--- src/rtl/x86_msr_and_tsc_executor_macros.svh ---
// Assertion helpers for the register executor.
`ifndef X86_MSR_AND_TSC_EXECUTOR_MACROS_SVH
`define X86_MSR_AND_TSC_EXECUTOR_MACROS_SVH

// Same-cycle implication, off during reset.
`define XMSR_ASSERT_IMPLY(label, clk, rst_n, ante, cons, msg) \
    label: assert property (@(posedge clk) disable iff (!rst_n) (ante) |-> (cons)) \
        else $error(msg);

// Next-cycle implication, off during reset.
`define XMSR_ASSERT_NEXT(label, clk, rst_n, ante, cons, msg) \
    label: assert property (@(posedge clk) disable iff (!rst_n) (ante) |=> (cons)) \
        else $error(msg);

`endif

--- src/rtl/xmsr_pkg.sv ---
package xmsr_pkg;

    localparam int PHYS_ADDR_BITS_DEF = 36;

    localparam logic [31:0] REG_TSC          = 32'h0000_0010;
    localparam logic [31:0] REG_APIC_BASE    = 32'h0000_001b;
    localparam logic [31:0] REG_MICROCODE    = 32'h0000_008b;
    localparam logic [31:0] REG_SYSENTER_CS  = 32'h0000_0174;
    localparam logic [31:0] REG_SYSENTER_EIP = 32'h0000_0176;
    localparam logic [31:0] REG_MTRR_CAP     = 32'h0000_0250;
    localparam logic [31:0] REG_MTRR_FIX64K  = 32'h0000_0258;
    localparam logic [31:0] REG_MTRR_FIX16K  = 32'h0000_0259;
    localparam logic [31:0] REG_MTRR_FIX4K_LO = 32'h0000_0268;
    localparam logic [31:0] REG_MTRR_FIX4K_HI = 32'h0000_026f;
    localparam logic [63:0] APIC_CLEAR_BITS  = 64'h0000_0000_0000_06ff;

    localparam int SYSENTER_COUNT = 3;

    typedef enum logic [1:0] {
        MODE_RDTSC = 2'd0,
        MODE_RDMSR = 2'd1,
        MODE_WRMSR = 2'd2,
        MODE_BAD   = 2'd3
    } xmsr_mode_t;

    typedef enum logic [1:0] {
        ST_OK        = 2'd0,
        ST_BAD_READ  = 2'd1,
        ST_BAD_WRITE = 2'd2,
        ST_BAD_OP    = 2'd3
    } xmsr_status_t;

    typedef struct packed {
        xmsr_mode_t  mode;
        logic [31:0] reg_index;
        logic [63:0] write_value;
        logic [63:0] host_count;
        logic [31:0] instr_pointer;
        logic [3:0]  instr_length;
    } xmsr_cmd_t;

    typedef struct packed {
        logic [63:0]  read_value;
        xmsr_status_t status;
        logic [31:0]  next_pointer;
    } xmsr_rsp_t;

    // Controller to datapath
    typedef struct packed {
        logic load;
        logic exec;
    } xmsr_ctl_t;

endpackage

--- src/rtl/xmsr_ctrl.sv ---
module xmsr_ctrl
    import xmsr_pkg::*;
(
    input  logic      clk,
    input  logic      rst_n,
    input  logic      start,
    output logic      busy,
    output logic      done,
    output xmsr_ctl_t ctl
);

    typedef enum logic {
        S_IDLE,
        S_EXEC
    } state_t;

    state_t state_reg;
    state_t state_next;
    logic   busy_reg;
    logic   busy_next;
    logic   done_reg;
    logic   done_next;
    logic   accept;

    assign accept = start && !busy_reg;

    always_comb
    begin
        state_next = state_reg;
        busy_next  = busy_reg;
        done_next  = 1'b0;
        case (state_reg)
            S_IDLE:
            begin
                if (accept)
                begin
                    state_next = S_EXEC;
                    busy_next  = 1'b1;
                end
            end
            S_EXEC:
            begin
                state_next = S_IDLE;
                busy_next  = 1'b0;
                done_next  = 1'b1;
            end
            default:
            begin
                state_next = S_IDLE;
                busy_next  = 1'b0;
            end
        endcase
    end

    always_ff @(posedge clk or negedge rst_n)
    begin
        if (!rst_n)
        begin
            state_reg <= S_IDLE;
            busy_reg  <= 1'b0;
            done_reg  <= 1'b0;
        end
        else
        begin
            state_reg <= state_next;
            busy_reg  <= busy_next;
            done_reg  <= done_next;
        end
    end

    assign busy     = busy_reg;
    assign done     = done_reg;
    assign ctl.load = accept;
    assign ctl.exec = (state_reg == S_EXEC);

endmodule

--- src/rtl/xmsr_dp.sv ---
module xmsr_dp
    import xmsr_pkg::*;
#(
    parameter int PHYS_ADDR_BITS = PHYS_ADDR_BITS_DEF
)
(
    input  logic      clk,
    input  logic      rst_n,
    input  xmsr_ctl_t ctl,
    input  xmsr_cmd_t cmd,
    output xmsr_rsp_t rsp
);

    xmsr_cmd_t                 cmd_reg;
    xmsr_rsp_t                 rsp_reg;
    xmsr_rsp_t                 rsp_next;
    logic [63:0]               offset_reg;
    logic [63:0]               offset_next;
    logic [31:0]               sysenter_reg [SYSENTER_COUNT];
    logic [PHYS_ADDR_BITS-1:0] apic_reg;
    logic [PHYS_ADDR_BITS-1:0] apic_next;

    logic [63:0] tsc_now;
    logic [1:0]  sys_sel;
    logic        is_tsc;
    logic        is_sys;
    logic        is_apic;
    logic        is_zero;
    logic        wr_offset;
    logic        wr_sys;
    logic        wr_apic;

    assign tsc_now = offset_reg + cmd_reg.host_count;
    assign sys_sel = cmd_reg.reg_index[1:0];
    assign is_tsc  = (cmd_reg.reg_index == REG_TSC);
    assign is_apic = (cmd_reg.reg_index == REG_APIC_BASE);
    assign is_sys  = (cmd_reg.reg_index >= REG_SYSENTER_CS)
                  && (cmd_reg.reg_index <= REG_SYSENTER_EIP);
    assign is_zero = (cmd_reg.reg_index == REG_MICROCODE)
                  || (cmd_reg.reg_index == REG_MTRR_CAP)
                  || (cmd_reg.reg_index == REG_MTRR_FIX64K)
                  || (cmd_reg.reg_index == REG_MTRR_FIX16K)
                  || ((cmd_reg.reg_index >= REG_MTRR_FIX4K_LO)
                      && (cmd_reg.reg_index <= REG_MTRR_FIX4K_HI));

    assign offset_next = cmd_reg.write_value - cmd_reg.host_count;
    assign apic_next   = cmd_reg.write_value[PHYS_ADDR_BITS-1:0]
                       & ~APIC_CLEAR_BITS[PHYS_ADDR_BITS-1:0];

    always_comb
    begin
        rsp_next.read_value = cmd_reg.write_value;
        rsp_next.status     = ST_OK;
        wr_offset           = 1'b0;
        wr_sys              = 1'b0;
        wr_apic             = 1'b0;
        case (cmd_reg.mode)
            MODE_RDTSC:
            begin
                rsp_next.read_value = tsc_now;
            end
            MODE_RDMSR:
            begin
                if (is_tsc)
                    rsp_next.read_value = tsc_now;
                else if (is_sys)
                    rsp_next.read_value = {32'd0, sysenter_reg[sys_sel]};
                else if (is_apic)
                    rsp_next.read_value = {{(64 - PHYS_ADDR_BITS){1'b0}}, apic_reg};
                else if (is_zero)
                    rsp_next.read_value = 64'd0;
                else
                    rsp_next.status = ST_BAD_READ;
            end
            MODE_WRMSR:
            begin
                if (is_tsc)
                    wr_offset = 1'b1;
                else if (is_sys)
                    wr_sys = 1'b1;
                else if (is_apic)
                    wr_apic = 1'b1;
                else
                    rsp_next.status = ST_BAD_WRITE;
            end
            default:
            begin
                rsp_next.status = ST_BAD_OP;
            end
        endcase
        // on error hold the pointer
        if (rsp_next.status == ST_OK)
            rsp_next.next_pointer = cmd_reg.instr_pointer
                                  + {28'd0, cmd_reg.instr_length};
        else
            rsp_next.next_pointer = cmd_reg.instr_pointer;
    end

    always_ff @(posedge clk)
    begin
        if (ctl.load)
            cmd_reg <= cmd;
        if (ctl.exec)
            rsp_reg <= rsp_next;
    end

    always_ff @(posedge clk or negedge rst_n)
    begin
        if (!rst_n)
        begin
            offset_reg <= 64'd0;
            apic_reg   <= '0;
            for (int i = 0; i < SYSENTER_COUNT; i++)
                sysenter_reg[i] <= 32'd0;
        end
        else if (ctl.exec)
        begin
            if (wr_offset)
                offset_reg <= offset_next;
            if (wr_apic)
                apic_reg <= apic_next;
            if (wr_sys)
                sysenter_reg[sys_sel] <= cmd_reg.write_value[31:0];
        end
    end

    assign rsp = rsp_reg;

endmodule

--- src/rtl/x86_msr_and_tsc_executor.sv ---
// Executes RDTSC, RDMSR and WRMSR for one virtual CPU.
// Command channel: drive cmd and raise start; the beat is taken at a rising
// edge where start is high and busy is low. busy rises the cycle after and
// stays high for one cycle while the datapath executes.
// Result channel: done is high for exactly one cycle, after the execute
// state, with the result beat on rsp. The receiver cannot stall;
// it must take the beat in that cycle.
// A new command is taken only while busy is low. The edge that ends the done
// cycle may already accept the next command. Each command first registers
// its fields, then does the 64-bit time-counter add/subtract and register
// update.
// Reset (rst_n low, asynchronous) clears the time offset, the SYSENTER
// registers and the APIC base, and returns the controller to idle.
// Register reads of the microcode and MTRR numbers return zero; writes to
// them, unknown registers and unknown operations report an error status,
// leave the state alone and return the pointer unchanged.
module x86_msr_and_tsc_executor
    import xmsr_pkg::*;
#(
    parameter int PHYS_ADDR_BITS = PHYS_ADDR_BITS_DEF
)
(
    input  logic      clk,
    input  logic      rst_n,
    input  logic      start,
    output logic      busy,
    input  xmsr_cmd_t cmd,
    output logic      done,
    output xmsr_rsp_t rsp
);

    xmsr_ctl_t ctl;

    xmsr_ctrl u_ctrl (
        .clk   (clk),
        .rst_n (rst_n),
        .start (start),
        .busy  (busy),
        .done  (done),
        .ctl   (ctl)
    );

    xmsr_dp #(
        .PHYS_ADDR_BITS (PHYS_ADDR_BITS)
    ) u_dp (
        .clk   (clk),
        .rst_n (rst_n),
        .ctl   (ctl),
        .cmd   (cmd),
        .rsp   (rsp)
    );

`include "x86_msr_and_tsc_executor_macros.svh"

    `XMSR_ASSERT_NEXT(a_accept_busy, clk, rst_n, start && !busy, busy, "busy not raised after accept")
    `XMSR_ASSERT_NEXT(a_accept_done, clk, rst_n, start && !busy, ##1 done, "result not strobed two cycles after accept")
    `XMSR_ASSERT_IMPLY(a_done_idle, clk, rst_n, done, !busy, "result strobed while busy")
    `XMSR_ASSERT_IMPLY(a_err_ptr, clk, rst_n, done && rsp.status != ST_OK, rsp.next_pointer == $past(cmd.instr_pointer, 2), "pointer moved on error")

endmodule

--- config.mk ---
export PLATFORM = sky130hd
export DESIGN_NAME = x86_msr_and_tsc_executor
export DESIGN_NICKNAME = d
export VERILOG_FILES = /design/src/rtl/xmsr_pkg.sv /design/src/rtl/xmsr_ctrl.sv /design/src/rtl/xmsr_dp.sv /design/src/rtl/x86_msr_and_tsc_executor.sv
export VERILOG_INCLUDE_DIRS = /design/src /design/src/rtl
export SDC_FILE = /design/constraint.sdc
export NUM_CORES = 1
export LEC_CHECK = 0
export BUFFER_PORTS_ARGS = -buffer_cell sky130_fd_sc_hd__buf_2
export CORE_UTILIZATION = 55
export CTS_CLUSTER_SIZE = 14
export DETAILED_ROUTE_END_ITERATION = 16
export PLACE_DENSITY = 0.74
export SETUP_SLACK_MARGIN = 0.02
export SYNTH_ARGS = -nofsm -noshare
export SYNTH_HDL_FRONTEND = slang
export SYNTH_HIERARCHICAL = 1
export SYNTH_SLANG_ARGS = --single-unit
--- constraint.sdc ---
create_clock -name clk -period 8.7 [get_ports clk]
set_clock_uncertainty 0.1 [all_clocks]
set_input_delay 0.87 -clock clk [delete_from_list [all_inputs] [get_ports clk]]
set_output_delay 0.87 -clock clk [all_outputs]
set_load 0.005 [all_outputs]
==> reports/metrics.csv, run 1 <==
metric,value,unit
run_status,finished clean,
hold_viol,0,
grt_max_degree,78,
synth-seq-cells,485,
ios,301,
timing.rr.end,u_dp/rsp[77]$_DFFE_PP_,
cts_tree,built,
cp-end-kind,flop,
synth-edff-count,296,
comb_power_share,0.101,
layout.nets,3034,
synthArstFlopShare,0.390,
setup_tns,0,ns
total_leakage_power,13.2,nW
pwr-share-clk,0.429,
synth_fp_nets,2794,
vias_per_cell,6.14,
die_w,222,um
grt_pass1_wl,113000,um
synthTopCellsByArea,"edfxtp_1, dfrtp_1, ha_1, mux2_2, nand2_1",
largest_reg_flops,172,
switchingPower,1.36,mW
cts_post_setup_buffers_inserted,0,
pwr_density_cell,185,mW/mm2
rsz0062_at_grt,no,
clkTransAtPathRegs,0.07,ns
avgSynthCellArea,10.8,um2
antenna_found_initial,1,
drv_cap,0,
final.period_utilization,0.451,
r2r_cells,11,
intPower,4.23,mW
postRouteAntennaNets,0,
crit_start,u_dp/cmd_reg[46]$_DFFE_PP_,
cts_resized,0,
vias,20600,
grt_pass1_vias,20300,
peakVddDrop,0.000147,V
die_area,0.0492,mm2
drt_iter0_drc,1750,
crit_fanout,6,
clk_latency,0.61,ns
placementRows,80,
synth.distinct_cells,104,
setup_viol,0,
die_y,222,um
seqPwrFrac,0.469,
area_growth,13.8,%
pre_cts_ws,4.97,ns
ys.flop_type,edfxtp_1,
min_path_type,in2async,
core,0.0477,mm2
slew_headroom,0.254,
dp_hpwl,53300,um
synthesis.area,0.0266,mm2
setup_ws,4.78,ns
place_congestion,0.959,
min_period,3.92,ns
fmax,255,MHz
crit_required,8.90,ns
totalWireLength,72800,um
ctsHtreeMaxLevel,2,
syn_inst,2460,
start_util,0.557,
worst_pin_slew,1.12,ns
report.final.slew_viol_count,0,
yosysMostFrequentCell,edfxtp_1,
cts_buffers,53,
synth_warnings,6,
worst-setup-path-type,reg2reg,
first_pass_iters,6,
crit_path_end,u_dp/rsp[77]$_DFFE_PP_,
root_buffer,clkbuf_16,
switching_share,0.243,
portBuffers,300,
synth_top_area_cell,edfxtp_1,
numClockSinks,485,
synth_seq_area_share,0.512,
cts_hold_buf,0,
drcViolationCount,0,
crit_arrival,4.12,ns
r2r_setup_slack,4.78,ns
nFillCells,3857,
drive_above_1_share,0.203,
ys_top_cells_by_count,"edfxtp_1, nand2_1, dfrtp_1, o21ai_0, a21oi_1",
detail_route.wl_per_cell,21.7,um
grt_overflow,0,
finalCoreUtilization,0.633,
grtUsageTotal,0.293,
r2r-start,u_dp/cmd_reg[46]$_DFFE_PP_,
clk_path_buf_depth,3,
cp-start-kind,flop,
synth_top_area_share,0.334,
-- power groups by stage --
stage	Sequential (mW)	Combinational [mW]	Clock [mW]
2_1_floorplan	2.64	0.363	0
3_3_place_gp	2.66	0.550	0
3_5_place_dp	2.67	0.557	0
4_1_cts	2.62	0.561	2.44
5_1_grt	2.63	0.622	2.52
6_report	2.62	0.566	2.40
-- cells by family (layout without fill, tap and decap cells) --
kind of cell / Yosys count / count (layout) / synth area share
buffers and inverters: 239 / 522 / 0.0393
other: 0 / 1 / 0
DFF: 485 / 485 / 0.512
muxes: 142 / 142 / 0.0584
and+or+nand+nor: 643 / 643 / 0.113
xor gates and xnor gates: 134 / 134 / 0.0442
adders and majority gates: 133 / 133 / 0.0635
AOI/OAI and AO/OA: 684 / 684 / 0.169
-- layout by cell type, fill, tap and decap left out, types with 57 or more instances in the layout --
master and n:
ha_1 130, inv_1 107, edfxtp_1 296, xnor2_1 77
xor2_1 57, o21ai_0 189, a21o_1 70, nor2_1 111
a21oi_1 162, buf_2 299, nand2_1 280, dfrtp_1 188
mux2_2 105
-- cell type report --
cell class	instances	area, um2	area share
antenna	1	2.50	0.0000828
clock buffer	65	1420	0.0471
sequential	485	13600	0.451
timing repair buffer	317	1640	0.0541
tap	615	769	0.0255
multi-input combinational	1736	11900	0.395
clock inverter	33	443	0.0147
inverter	107	402	0.0133
-- through the flow --
step | hold slack, ns | instances | power (mW) | instance area (um2)
global route | 0.192 | 3358 | 5.77 | 30200
finish | 0.154 | 3359 | 5.59 | 30200
detailed placement | 0.370 | 3260 | 3.22 | 28400
floorplan | 0.305 | 2460 | 3.00 | 26600
CTS | 0.161 | 3358 | 5.62 | 30200
global placement | 0.361 | 3260 | 3.21 | 28400
-- worst min path at each step --
| stage | from | to | slack (ns) | cells after the start |
|---|---|---|---|---|
| floorplan | u_ctrl/state_reg$_DFF_PN0_ | u_ctrl/done$_DFF_PN0_ | 0.30 | 0 |
| global placement | u_dp/sysenter_reg[28]$_DFFE_PN0P_ | u_dp/sysenter_reg[28]$_DFFE_PN0P_ | 0.36 | 2 |
| detailed placement | u_dp/sysenter_reg[64]$_DFFE_PN0P_ | u_dp/sysenter_reg[64]$_DFFE_PN0P_ | 0.37 | 2 |
| CTS | rst_n | u_dp/sysenter_reg[63]$_DFFE_PN0P_ | 0.16 | 1 |
| global route | rst_n | u_dp/sysenter_reg[63]$_DFFE_PN0P_ | 0.19 | 1 |
| finish | rst_n | u_dp/sysenter_reg[63]$_DFFE_PN0P_ | 0.15 | 1 |
-- worst max-delay path, stage by stage (launching register included) --
cell and delay (ns):
edfxtp_1 0.39, ha_1 0.41, a21oi_1 0.18, o21ai_0 0.11, a211oi_1 0.45, a21oi_1 0.22, a221oi_2 0.49, o211a_2 0.41
o31ai_2 0.14, a21oi_1 0.42, xor2_1 0.18, o21ai_0 0.10
-- metal layers --
metal	global-route usage	routed length, um	part of all wire	vias up
met1	0.404	31500	0.43	10000
met2	0.470	33500	0.46	921
met5	0	0	0	-
li1	-	-	-	9547
met4	0.112	2580	0.035	0
met3	0.0432	5190	0.071	146
Power figures use the tool's default switching activity.
==> run 2, diff against run 1 <==
==> constraint.sdc (replaced) <==
create_clock -name clk -period 4.07 [get_ports clk]
set_clock_uncertainty 0.1 [all_clocks]
set_input_delay 0.407 -clock clk [delete_from_list [all_inputs] [get_ports clk]]
set_output_delay 0.407 -clock clk [all_outputs]
set_load 0.005 [all_outputs]
==> reports/metrics.csv, run 2 (same netlist as run 1, synthesis figures left out) <==
metric,value,unit
vias,21600,
placementRows,80,
grt_pass1_wl,120000,um
root_buffer,clkbuf_16,
crit_arrival,4.02,ns
whs_endpoint,u_dp/sysenter_reg[27]$_DFFE_PN0P_,
pwr_density_cell,375,mW/mm2
run_status,finished clean,
r2r_setup_slack,0.29,ns
min_path_type,reg2reg,
worst_hold_startpoint,u_dp/sysenter_reg[27]$_DFFE_PN0P_,
dp_hpwl,53000,um
peakVddDrop,0.000369,V
antenna_found_initial,3,
place_congestion,0.926,
postRouteAntennaNets,0,
slew_headroom,0.234,
totalWireLength,78100,um
ctsHtreeMaxLevel,2,
multi_input_area,0.0119,mm2
drcViolationCount,0,
drv_cap,0,
cts_tree,built,
area_growth,21.9,%
largest_reg_flops,172,
r2r-start,u_dp/cmd_reg[36]$_DFFE_PP_,
detail_route.wl_per_cell,21.9,um
area.sequential,0.0136,mm2
worst-setup-path-type,reg2reg,
cp-end-kind,flop,
report.final.slew_viol_count,0,
drive_above_1_share,0.193,
nFillCells,3555,
fmax,264,MHz
final_common_cell,buf_2,
grt_max_degree,115,
worst_pin_slew,1.15,ns
ios,301,
rsz0062_at_grt,no,
r2r_cells,12,
core,0.0477,mm2
drt_iter0_drc,2071,
portBuffers,300,
clk_latency,0.60,ns
crit_fanout,3,
die_area,0.0492,mm2
clkTransAtPathRegs,0.06,ns
die_w,222,um
placedCellCount,3274,
cts_buffers,53,
cp-start-kind,flop,
layout.nets,3248,
numClockSinks,485,
first_pass_iters,6,
layout_common_cells,"buf_2, edfxtp_1, nand2_1",
timing.rr.end,u_dp/rsp[96]$_DFFE_PP_,
start_util,0.557,
fin_cells,3573,
vias_per_cell,6.05,
whs_path_depth,2,
setup_viol,0,
die_y,222,um
final.period_utilization,0.930,
grt_overflow,0,
grt_pass1_vias,21300,
grtUsageTotal,0.314,
hold_viol,0,
clk_path_buf_depth,3,
total_leakage_power,14.1,nW
crit_required,4.31,ns
min_period,3.78,ns
p_total,12.1,mW
[run 2: changes by cell type in the layout (fill, tap and decap cells not counted), moves of 2 or more]
cell | before | now
buf_12 | 0 | 4
buf_4 | 17 | 27
clkinv_1 | 8 | 6
clkinv_4 | 0 | 3
dlygate4sd3_1 | 0 | 200
nand2_1 | 280 | 282
nand2_2 | 3 | 1
[run 2: routing by layer]
| layer | up-vias | part of all wire | GRT usage |
|---|---|---|---|
| met2 | 966 | 0.47 | 0.515 |
| li1 | 9958 | - | - |
| met5 | - | 0 | 0 |
| met1 | 10500 | 0.42 | 0.419 |
| met4 | 0 | 0.034 | 0.123 |
| met3 | 156 | 0.071 | 0.0500 |
[run 2: repair_timing]
item,CTS,global route
hold endpoints to repair,300,0
gates resized for setup,1,1
endpoints found under the setup margin,2,2
hold buffers,200,0
buffers inserted,0,0
[run 2: worst max path at each step]
stage / from / to / cells past startpoint
floorplan: u_dp/apic_next[20]$_DFFE_PP_ / u_dp/offset_reg[55]$_DFFE_PN0P_ / 12
global placement: u_dp/cmd_reg[36]$_DFFE_PP_ / u_dp/rsp[96]$_DFFE_PP_ / 12
detailed placement: u_dp/cmd_reg[36]$_DFFE_PP_ / u_dp/rsp[96]$_DFFE_PP_ / 12
CTS: u_dp/cmd_reg[36]$_DFFE_PP_ / u_dp/rsp[96]$_DFFE_PP_ / 12
global route: u_dp/cmd_reg[42]$_DFFE_PP_ / u_dp/rsp[77]$_DFFE_PP_ / 11
finish: u_dp/cmd_reg[36]$_DFFE_PP_ / u_dp/rsp[96]$_DFFE_PP_ / 12
[run 2: report_power, final]
group | leakage [nW] | internal [mW] | total, mW | switching, mW
Combinational | 7.85 | 0.584 | 1.41 | 0.829
Clock | 0.900 | 3.11 | 5.14 | 2.04
Sequential | 5.33 | 5.46 | 5.59 | 0.127
[run 2: stage by stage]
stage / util / setup slack, ns / TNS, ns / cell area [um2] / hold slack [ns]
floorplan: - / 1.02 / 0 / 26600 / 0.0114
global placement: 0.597 / 0.0404 / 0 / 28500 / 0.361
detailed placement: 0.597 / -0.0392 / -0.0744 / 28500 / 0.368
CTS: 0.678 / 0.0827 / 0 / 32400 / 0.379
global route: 0.678 / 0.0703 / 0 / 32400 / 0.395
finish: 0.678 / 0.285 / 0 / 32400 / 0.380
[run 2: worst max-delay path, cell delays in order, from the launching register on]
cell and delay [ns]:
edfxtp_1 0.41, ha_1 0.25, fa_1 0.41, a21oi_1 0.18, nand4b_1 0.24, a211o_1 0.25
a211oi_1 0.11, a2111oi_2 0.49, nor2_1 0.22, a211o_1 0.36, o21ai_1 0.18, mux2i_1 0.26
nand2_1 0.07
[run 2: final cells by class]
type | instances | share of cell area
flip-flops and latches | 485 | 0.421
multi-input cells | 1736 | 0.369
repair buffers | 531 | 0.117
clock buffers | 64 | 0.0435
well taps | 615 | 0.0238
clock inverters | 34 | 0.0140
inverters | 107 | 0.0124
diodes | 1 | 0.0000773
==> run 3, diff against run 2 <==
--- a/config.mk
+++ b/config.mk
@@ -11,6 +11,7 @@
 export CTS_CLUSTER_SIZE = 14
 export DETAILED_ROUTE_END_ITERATION = 16
 export PLACE_DENSITY = 0.74
+export RECOVER_POWER = 25
 export SETUP_SLACK_MARGIN = 0.02
 export SYNTH_ARGS = -nofsm -noshare
 export SYNTH_HDL_FRONTEND = slang
==> reports/metrics.csv, run 3 (same netlist as run 1, synthesis figures left out) <==
metric,value,unit
crit_arrival,4.03,ns
grt_overflow,0,
worst_hold_startpoint,u_dp/offset_reg[30]$_DFFE_PN0P_,
worstPathCellList,ha_1 > fa_1 > a21oi_1 > nand4b_1 > a211o_1 > a211oi_1 > a2111oi_2 > nor2_1 > a211o_1 > o21ai_1 > mux2i_1 > nand2_1,
first_pass_iters,6,
largest_reg_flops,172,
cts_buffers,53,
worst-setup-path-type,reg2reg,
final.period_utilization,0.931,
cp_slowest_cell,a2111oi_2,
switching_share,0.246,
p_total,12.1,mW
cts_tree,built,
numClockSinks,485,
failed_checks,"capacitance limit, slew limit",
dp_hpwl,53000,um
crit_required,4.31,ns
grt_pass1_wl,120000,um
path_common_cell,a211o_1,
r2r-start,u_dp/cmd_reg[36]$_DFFE_PP_,
clk_path_buf_depth,3,
report.final.slew_viol_count,102,
core,0.0477,mm2
clkTransAtPathRegs,0.06,ns
rsz0062_at_grt,no,
vias_per_cell,6.03,
pwr-share-clk,0.423,
min_period,3.79,ns
comb_power_share,0.116,
fin_cells,3573,
area_growth,21.7,%
antenna_found_initial,3,
slew_headroom,-0.697,
grtUsageTotal,0.314,
cp-end-kind,flop,
layout.nets,3248,
hold_viol,0,
place_congestion,0.926,
drcViolationCount,0,
placedCellCount,3274,
die_area,0.0492,mm2
drv_cap,1,
ctsHtreeMaxLevel,2,
timing.rr.end,u_dp/rsp[96]$_DFFE_PP_,
postRouteAntennaNets,0,
layout_common_cells,"edfxtp_1, nand2_1, buf_2",
r2r_setup_slack,0.28,ns
start_util,0.557,
grt_pass1_vias,21300,
slowest_delay,0.49,ns
seqPwrFrac,0.461,
cp-start-kind,flop,
nFillCells,3582,
intPower,9.15,mW
root_buffer,clkbuf_16,
drive_above_1_share,0.181,
cts_post_setup_buffers_inserted,0,
fmax,264,MHz
whs_path_depth,2,
die_y,222,um
crit_fanout,3,
grt_max_degree,115,
r2r_cells,12,
setup_viol,0,
whs_endpoint,u_dp/offset_reg[30]$_DFFE_PN0P_,
worst_pin_slew,2.55,ns
detail_route.wl_per_cell,21.8,um
die_w,222,um
vias,21600,
min_path_type,reg2reg,
crit_start,u_dp/cmd_reg[36]$_DFFE_PP_,
clk_latency,0.60,ns
final_common_cell,edfxtp_1,
portBuffers,300,
pwr_density_cell,375,mW/mm2
placementRows,80,
totalWireLength,77900,um
total_leakage_power,14.0,nW
switchingPower,2.99,mW
ios,301,
drt_iter0_drc,1890,
peakVddDrop,0.000367,V
run_status,"finished, violations left",
## run 3: cell count changes in the layout (fill, tap and decap cells not counted), sizes merged
cell,change
clkbuf,+39
buf,-39
## run 3: power groups by stage
| stage | clock network, mW | registers, mW | logic [mW] |
|---|---|---|---|
| finish | 5.14 | 5.59 | 1.41 |
| global placement | 0 | 5.68 | 1.21 |
| CTS | 5.21 | 5.59 | 1.39 |
| global route | 5.40 | 5.60 | 1.52 |
| detailed placement | 0 | 5.68 | 1.22 |
| floorplan | 0 | 5.64 | 0.775 |
## run 3: final cells by class
type | instances | area, um2 | area share
multi-input combinational | 1736 | 11900 | 0.369
clock inverter | 34 | 453 | 0.0140
clock buffer | 64 | 1410 | 0.0436
timing repair buffer | 531 | 3740 | 0.116
antenna | 1 | 2.50 | 0.0000774
sequential | 485 | 13600 | 0.421
inverter | 107 | 402 | 0.0124
tap | 615 | 769 | 0.0238
## run 3: timing repair
action,CTS,global route
endpoints found under the setup margin,2,2
resized for setup,1,1
hold endpoints to repair,300,0
hold buffers,200,0
pin swaps,0,0
## run 3: metrics by stage
step	util	area (um2)	hold slack (ns)	TNS (ns)	setup WS, ns
final	0.677	32300	0.382	0	0.281
after global routing	0.677	32300	0.395	0	0.0703
after CTS	0.678	32400	0.379	0	0.0827
after detailed placement	0.597	28500	0.368	-0.0744	-0.0392
after global placement	0.597	28500	0.361	0	0.0404
after floorplan	-	26600	0.0114	0	1.02
## run 3: worst max-delay path: cells and delay by family (launching register included)
kind	cells	cell delay [ns]
flops	1	0.41
mux	1	0.26
simple gates	3	0.54
compound gates	6	1.57
fa+ha+maj	2	0.66
## run 3: worst max-delay path by stage
stage / to / slack [ns] / cells past startpoint
global route: u_dp/rsp[77]$_DFFE_PP_ / 0.07 / 11
CTS: u_dp/rsp[96]$_DFFE_PP_ / 0.08 / 12
floorplan: u_dp/offset_reg[55]$_DFFE_PN0P_ / 1.02 / 12
finish: u_dp/rsp[96]$_DFFE_PP_ / 0.28 / 12
detailed placement: u_dp/rsp[96]$_DFFE_PP_ / -0.04 / 12
global placement: u_dp/rsp[96]$_DFFE_PP_ / 0.04 / 12
## run 3: metal layers
metal | track usage | vias up | share of wire
li1 | - | 9957 | -
met1 | 0.419 | 10500 | 0.42
met4 | 0.123 | 0 | 0.035
met3 | 0.0500 | 160 | 0.071
met5 | 0 | - | 0
met2 | 0.515 | 965 | 0.47
